`src/hdl/ciir_eq_ram.sv`:
```
// ----------------------------------------------------------------------------
// Generic simple dual-port RAM
// One write port, one read port with registered read data (read-first).
// ----------------------------------------------------------------------------
`default_nettype none

module ciir_eq_ram #(
    parameter int WIDTH = 32,
    parameter int DEPTH = 32,
    localparam int AW = (DEPTH > 1) ? $clog2(DEPTH) : 1
) (
    input  wire logic             clk,
    input  wire logic             we,
    input  wire logic [AW-1:0]    waddr,
    input  wire logic [WIDTH-1:0] wdata,
    input  wire logic             re,
    input  wire logic [AW-1:0]    raddr,
    output logic      [WIDTH-1:0] rdata
);

    logic [WIDTH-1:0] mem [DEPTH];

    always_ff @(posedge clk)
    begin
        if (we)
            mem[waddr] <= wdata;
        if (re)
            rdata <= mem[raddr];
    end

endmodule

`default_nettype wire

```
`config.mk`:
```
export PLATFORM = sky130hd
export DESIGN_NAME = ciir_eq_ram
export DESIGN_NICKNAME = d
export VERILOG_FILES = /design/src/hdl/ciir_eq_ram.sv
export SDC_FILE = /design/constraint.sdc
export NUM_CORES = 1
export LEC_CHECK = 0
export ABC_AREA = 1
export BUFFER_PORTS_ARGS = -buffer_cell sky130_fd_sc_hd__clkbuf_2
export CORE_MARGIN = 2
export CORE_UTILIZATION = 32
export DETAILED_ROUTE_END_ITERATION = 16
export SKIP_CTS_REPAIR_TIMING = 1
export SLEW_MARGIN = 20
export SYNTH_ARGS = -nofsm -noshare
export SYNTH_HDL_FRONTEND = slang
export SYNTH_SLANG_ARGS = --single-unit
```
`constraint.sdc`:
```
create_clock -name clk -period 4.6 [get_ports clk]
set_clock_uncertainty 0.2 [all_clocks]
set_input_delay 0.69 -clock clk [delete_from_list [all_inputs] [get_ports clk]]
set_output_delay 0.69 -clock clk [all_outputs]
set_load 0.02 [all_outputs]
```
==> results by stage, run 1 <==
Run status:
- The run finished with clean final reports.

GRT:
- For this run the aggregate overflow at the end of global routing stands at 0.
- Across every metal layer, demand over resource in global routing totals 17.0%.
- The via count of the first global-routing pass is 25700.
- The global-route wire length before repair is between 150 and 200 mm.
- The initial antenna violation count is 5.
- Entering global routing, the biggest net connects between 150 and 200 pins.

Routing:
- The first TritonRoute pass finished after 5 iterations.
- The final antenna-violating net count is 0.
- The length of routed met3 wiring is roughly 8.4 mm.
- After the first detailed-routing iteration, the DRC count stood at about 2700.
- In the routed layout, each cell is associated on average with a via count of ~5.0.
- Dividing the detail-routed wire length by the instance count gives between 20 and 25 um.
- Summed over all nets, wire length on met2 after detailed routing comes to 56.1 mm.
- The final wirelength is 118 mm.
- The highest layer touched by signal routing is met5.
- After detailed routing, the wire length on met1 is slightly below 50 mm.
- In the routed design, unresolved DRC markers number 0.
- The vias after detailed routing is between 20000 and 30000.

Setup path:
- The critical-path maximum fanout is 187.
- The startpoint identified for the worst register-to-register timing path is mem[21][22].
- The number of cells on the worst reg-to-reg path is 8.
- The cell family with the largest share of critical-path delay is buffers and inverters.
- STA puts the critical path data required time at approximately 4800 ps.
- The largest incremental delay on the critical path is between 400 and 500 ps.
- The reg2reg setup slack is approximately 3100 ps.
- The arrival time at the worst endpoint is 2850 ps.
- By startpoint and endpoint, the worst setup path is classified as primary input to flop.
- The buffers plus inverters on the worst setup path is 3.
- The signal on the critical path passes through buf_8 > inv_16 > buf_12 > nand2_1 > nand3_1 > nand3_1 > nand2_1 > nand2_1 > nand2_1 > nand2_1 > nand2_1.
- The reg-to-reg endpoint is rdata[22].
- STA classifies the critical path endpoint as a flop.
- The library cell contributing the largest single delay on the critical path is sky130_fd_sc_hd__buf_8.
- The cell that appears most often on the critical path is sky130_fd_sc_hd__nand2_1.
- The startpoint kind of the worst setup timing path is a primary input.

Hold path:
- Along the worst hold path, the cell count comes to 1.
- The path with the worst hold slack has its endpoint at mem[5][31].
- In this run the most critical hold path is launched from wdata[31].
- The worst min-delay path category is primary input to flop.

Job:
- The max-cap violation count is 0.

Finish:
- The net count of the finished layout is between 3000 and 4000.
- The finished layout holds ~5400 standard cells, fillers aside.
- Summing all flip-flop and latch instances after layout gives 31700 um2.
- The area of all placed cells without fillers is 48200 um2.
- The fraction of layout cells with a size suffix above 1 is 8.73%.
- Compared with the post-synthesis result, the final layout area differs by 12.8%.
- The share of the core filled with cells in the final layout is between 30% and 40%.
- Summing all multi-input logic gate instances after layout gives roughly 9700 um2.
- Fill cells in the final layout number 12700.

Floorplan:
- In this run the vertical extent of the chip is 369 um.
- The die covers 136000 um2.
- The region available for standard cell placement spans between 100000 and 150000 um2.
- The die width is around 370 um.
- For this design the top-level I/O count stands at 77.
- The floorplan has 134 rows.
- The initial utilization of the core area, before any placement, comes to 32.1%.

Synth:
- The gate count of the mapped netlist is ~3500.
- The average footprint of a synthesized cell is around 12 um2.
- After synthesis, the largest area contributor takes up between 70 and 80% of total cell area.
- The library cell occupying the most area in the post-synthesis netlist is sky130_fd_sc_hd__edfxtp_1.
- Counting every net in the synthesized netlist gives roughly 3600.
- The number of distinct library cells after synthesis is 13.
- The Yosys step of the flow raised 0 warnings.
- The sequential fraction of the synthesis area is between 70% and 80%.
- The number of register bits inferred by synthesis is ~1100.
- The post-synth design cell area is around 43000 um2.
- Yosys attributes the largest share of cell area to sky130_fd_sc_hd__edfxtp_1 (74%), sky130_fd_sc_hd__nand2_1 (13%), sky130_fd_sc_hd__nand3_1 (9.1%), sky130_fd_sc_hd__buf_6 (1.7%), sky130_fd_sc_hd__buf_2 (0.97%).

STA:
- The max-slew violation total from the final report was 0.
- The maximum clock frequency is 0.381 GHz.
- The final number of setup-violating endpoints is 0.
- The final critical path time including I/O delays and setup is around 2600 ps.
- The transition at the pin with the smallest max-transition slack is 960 ps.
- The final critical path takes up a little under three fifths of the cycle.
- The final hold violation count is 0.
- Headroom to the max-slew limit came out at between 30% and 40%.
- In the final timing run, aggregate negative setup slack is 0 ps.
- Setup repair after global routing left no endpoint under its margin.
- On the final layout, the worst hold slack is 443 ps.

Power:
- The areal power density over the cells is about 420 nW/um2.
- The analysis attributes to cell leakage a power of ~17 nW.
- The peak supply drop is roughly 0.00029 V.

Clocking:
- Clock-pin slew was measured on the worst setup and hold paths at 60 ps.
- CTS built an H-tree with a depth of 3.
- The clock latency at the later pin of the worst-skew pair is about 700 ps.
- The buffer depth of the longest clock path is 3.
- The root buffer cell is sky130_fd_sc_hd__clkbuf_16.
- TritonCTS built the clock tree.
- The total clock sinks is roughly 1100.
- Buffers inserted during clock tree synthesis total roughly 110.

Placed design:
- Input and output buffers added on the ports amount to between 70 and 80.
- At the end of routability-driven placement, the weighted congestion stood at 0.769.
- The total placed cells including tap cells is between 5000 and 6000.
- The HPWL after detailed placement is 59.7 mm.
- The placement-stage cell area is between 40000 and 50000 um2.
where the power goes:
part	switching, mW	internal (mW)
Clock	3.57	4.75
Sequential	0.0557	10.7
Combinational	0.907	0.301
Total	4.53	15.8
registers in the layout, indices dropped and copies added (netlist names):
| signal | cells |
|---|---|
| mem | 1024 |
| rdata | 32 |
metal layers:
layer	GRT usage [%]	up-vias
li1	-	12400
met4	5.27	4
met3	3.04	200
met1	22.8	13400
met5	0	-
met2	28.0	1004
synthesized netlist by cell type (all sizes together):
cell,number
edfxtp,1056
inv,10
nand2,1440
nand3,780
clkbuf,24
nor2,32
buf,194
cell families after synthesis:
logic type	synth area share (%)
AND/OR/NAND/NOR	22.1
flip-flops	74.2
buffers and inverters	3.71
per-stage QoR:
stage / setup WS (ps) / total power [mW]
floorplan: 1630 / 11.7
global placement: 1320 / 12.2
detailed placement: 1310 / 12.2
CTS: 2020 / 20.5
global route: 1790 / 20.9
finish: 1980 / 20.3
how the worst max path moves through the flow:
stage | start | to | slack (ps) | cells after the start
after floorplan | waddr[0] | mem[0][0] | 1630 | 3
after global placement | waddr[1] | mem[21][0] | 1320 | 5
after detailed placement | waddr[0] | mem[20][8] | 1310 | 5
after CTS | waddr[1] | mem[21][10] | 2020 | 5
after global routing | raddr[0] | rdata[24] | 1790 | 11
final | raddr[0] | rdata[1] | 1980 | 11
layout make-up:
class                   count  area share (%)
repair buffers            145            2.52
diodes                      2          0.0104
well taps                1768            4.59
flip-flops and latches   1056            65.8
clock inverters            59            1.11
clock buffers             132            5.75
inverters                  10           0.140
multi-input cells        2252            20.1
layout by cell type (no fill, tap or decap), drive strengths merged:
| master | synthesis | layout |
|---|---|---|
| nor2 | 32 | 32 |
| nand2 | 1440 | 1440 |
| clkbuf | 24 | 204 |
| diode | 0 | 2 |
| inv | 10 | 10 |
| clkinv | 0 | 49 |
| edfxtp | 1056 | 1056 |
| clkinvlp | 0 | 1 |
| buf | 194 | 73 |
| nand3 | 780 | 780 |
| bufinv | 0 | 9 |
worst reg2reg max path: cells and delay by family (launching register included):
family	cells	cell delay [ps]
flip-flops	1	360
AND/OR/NAND/NOR	8	720
Power figures use the tool's default switching activity.
==> run 2: changes to the inputs <==
==> constraint.sdc (replaced) <==
create_clock -name clk -period 2.3 [get_ports clk]
set_clock_uncertainty 0.2 [all_clocks]
set_input_delay 0.345 -clock clk [delete_from_list [all_inputs] [get_ports clk]]
set_output_delay 0.345 -clock clk [all_outputs]
set_load 0.02 [all_outputs]
==> run 2 against run 1 <==
  * Sequential share of layout area down 2.0 points
  * Sequential power rose by 100%
  * Routed wire length up 1.6%
  * Non-clock buffer count up 95
  * Critical path type is now flop to output port
  * Critical endpoint is now rdata[31]
  * Largest power group unchanged
==> results by stage, run 2 (same netlist as run 1, synthesis figures left out) <==
Run status:
- The run finished with clean final reports.

Floorplan:
- The site row count is approximately 130.
- 77 I/O pins were placed.
- The area of the die is around 140000 um2.
- The die is roughly 370 um tall.
- The initial utilization of the core area, before any placement, comes to approximately a third.
- After floorplanning, the core was sized to cover ~130000 um2.
- The die is around 370 um wide.

Placed design:
- The number of port buffers is between 70 and 80.
- Detailed placement finished with a half-perimeter wire length of 64.5 mm.
- The worst slack after detailed placement is 200 ps.
- The congestion estimate from routability-driven global placement came to slightly below 0.8.
- The placement-stage cell area is roughly 46000 um2.

Finish:
- The combined area of the multi-input logic cells is approximately 9700 um2.
- The register with the most flip-flops in the layout has slightly above 1000 of them.
- The most common cell after layout, fill and taps aside is sky130_fd_sc_hd__nand2_1.
- Cells with a size suffix above 1 make up between 10 and 15% of the layout.
- The area of all placed cells without fillers is roughly 50000 um2.
- The largest registers in the layout are mem (1024), rdata (32).
- Across the whole layout, storage elements account for 31700 um2.
- The top cell types in the final layout, fill and taps aside, are sky130_fd_sc_hd__nand2_1 (1440), sky130_fd_sc_hd__edfxtp_1 (1056), sky130_fd_sc_hd__nand3_1 (780).
- The final layout contains 3709 nets.
- The layout overhead on the synthesized area is 16.4%.
- Fill cells in the final layout number approximately 13000.
- Cells fill a little under two fifths of the core in the end.
- The most flop-heavy register is mem.

Job:
- The max-cap violation count is 0.

Setup path:
- The startpoint kind of the worst setup timing path is a flop.
- The critical path goes through clkbuf_2.
- For the worst setup path, the data required time is roughly 1800 ps.
- Grouping stages by cell kind, the critical path spends the most delay in flip-flops.
- STA puts the critical path data arrival time at roughly 1400 ps.
- Along the worst path, the maximum fanout reaches 1.
- The worst setup path is captured at an output port.
- On the worst path, the slowest cell contributes a delay of approximately 530 ps.
- Among all stages on the critical path, the largest delay is contributed by sky130_fd_sc_hd__edfxtp_1.
- The worst setup path category is flop to output port.
- The number of buffers and inverters on the critical path is 1.

STA:
- Setup violations remaining at the end of the flow were counted as 0.
- The final critical path time including I/O delays and setup is 1980 ps.
- At the pin with the least slew margin, the transition time is around 670 ps.
- The headroom to the max-slew limit is 55.3%.
- The max-slew violation total from the final report is 0.
- The final hold violation count was 0.
- The fraction of the cycle the final worst path needs is roughly 86%.
- The final worst-path setup slack is roughly 320 ps.
- The maximum clock frequency is slightly above 0.5 GHz.
- Setup repair after global routing left no endpoint under its margin.

Clocking:
- For the worst-skew pair, the clock arrives at the later sink with an insertion delay of between 600 and 700 ps.
- The total clock sinks is between 1000 and 1500.
- The post-CTS clock slew at the launch and capture registers of the worst setup and hold paths is 60 ps.
- The root buffer cell is sky130_fd_sc_hd__clkbuf_16.
- The number of H-tree branching levels is 3.
- In this run, CTS created clock tree buffers numbering 104.
- In this run the deepest clock path goes through 3 buffers.
- TritonCTS built the clock tree.

Hold path:
- The worst min-delay path category is primary input to flop.

Power:
- The clock network power share is around 41%.
- Of the total power, registers draw a little over half.
- The peak supply drop is roughly 0.00053 V.
- The leakage dissipation is approximately 18 nW.
- The net switching power is roughly 9 mW.
- The switching part of the total power is 22.4%.
- The areal power density over the cells is between 800 and 900 nW/um2.
- Internal power comes to roughly 32 mW.
- Combinational logic is responsible for about 6.5% of the overall power.

GRT:
- The initial antenna violation count is 8.
- The first global-routing pass estimated about 180 mm of wire.
- The largest net degree at the start of global routing is 69.
- Global routing finished with a remaining overflow of 0.
- The total track usage is 17.3%.
- The via count of the first global-routing pass is approximately 26000.

Routing:
- The via count normalized by instance count is 4.98.
- Summed over all layers, the routed wires come to approximately 120 mm.
- For this block, the via count after detailed routing is approximately 27000.
- The number of DRC violations after detailed-routing iteration 0 is 3111.
- The first detailed-routing pass ran for 6 iterations.
- The final antenna-violating net count is 0.
- The final routed DRC violation total is 0.
- The mean routed wirelength per cell is 21.7 um.
## run 2: power groups by stage
stage	logic (mW)	registers [mW]	clock network, mW
after detailed placement	2.64	22.0	0
final	2.64	21.6	16.7
after CTS	2.65	21.6	16.9
after global placement	2.61	22.0	0
after floorplan	1.47	22.0	0
after global routing	2.92	21.6	17.6
## run 2: stage by stage
stage	cells	power (mW)	hold WS (ps)	TNS [ps]
after floorplan	3536	23.5	244	-310860
after global placement	5325	24.6	604	0
after detailed placement	5325	24.6	603	0
after CTS	5517	41.2	-54.9	0
after global routing	5519	42.1	56.7	0
final	5520	40.9	33.0	0
## run 2: final timing paths
path / slack (ps) / endpoint / startpoint / cells after the start
max reg2reg: 790 / rdata[16] / mem[29][16] / 8
min: 30 / rdata[24] / raddr[3] / 5
min reg2reg: 630 / rdata[14] / mem[6][14] / 8
max: 320 / rdata[31] / rdata[31] / 1
## run 2: area by class of cell
cell class | count | share of cell area, %
tap | 1768 | 4.45
antenna | 2 | 0.0101
inverter | 10 | 0.136
sequential | 1056 | 63.8
multi-input combinational | 2252 | 19.4
timing repair buffer | 240 | 5.57
clock buffer | 129 | 5.51
clock inverter | 63 | 1.13
## run 2: metal layers
| layer | part of all wire (%) | GRT usage (%) | up-vias |
|---|---|---|---|
| met4 | 3.2 | 5.99 | 8 |
| met1 | 43 | 23.8 | 13500 |
| met2 | 47 | 27.6 | 1033 |
| li1 | - | - | 12700 |
| met3 | 7.0 | 3.10 | 253 |
| met5 | 0.048 | 0 | - |
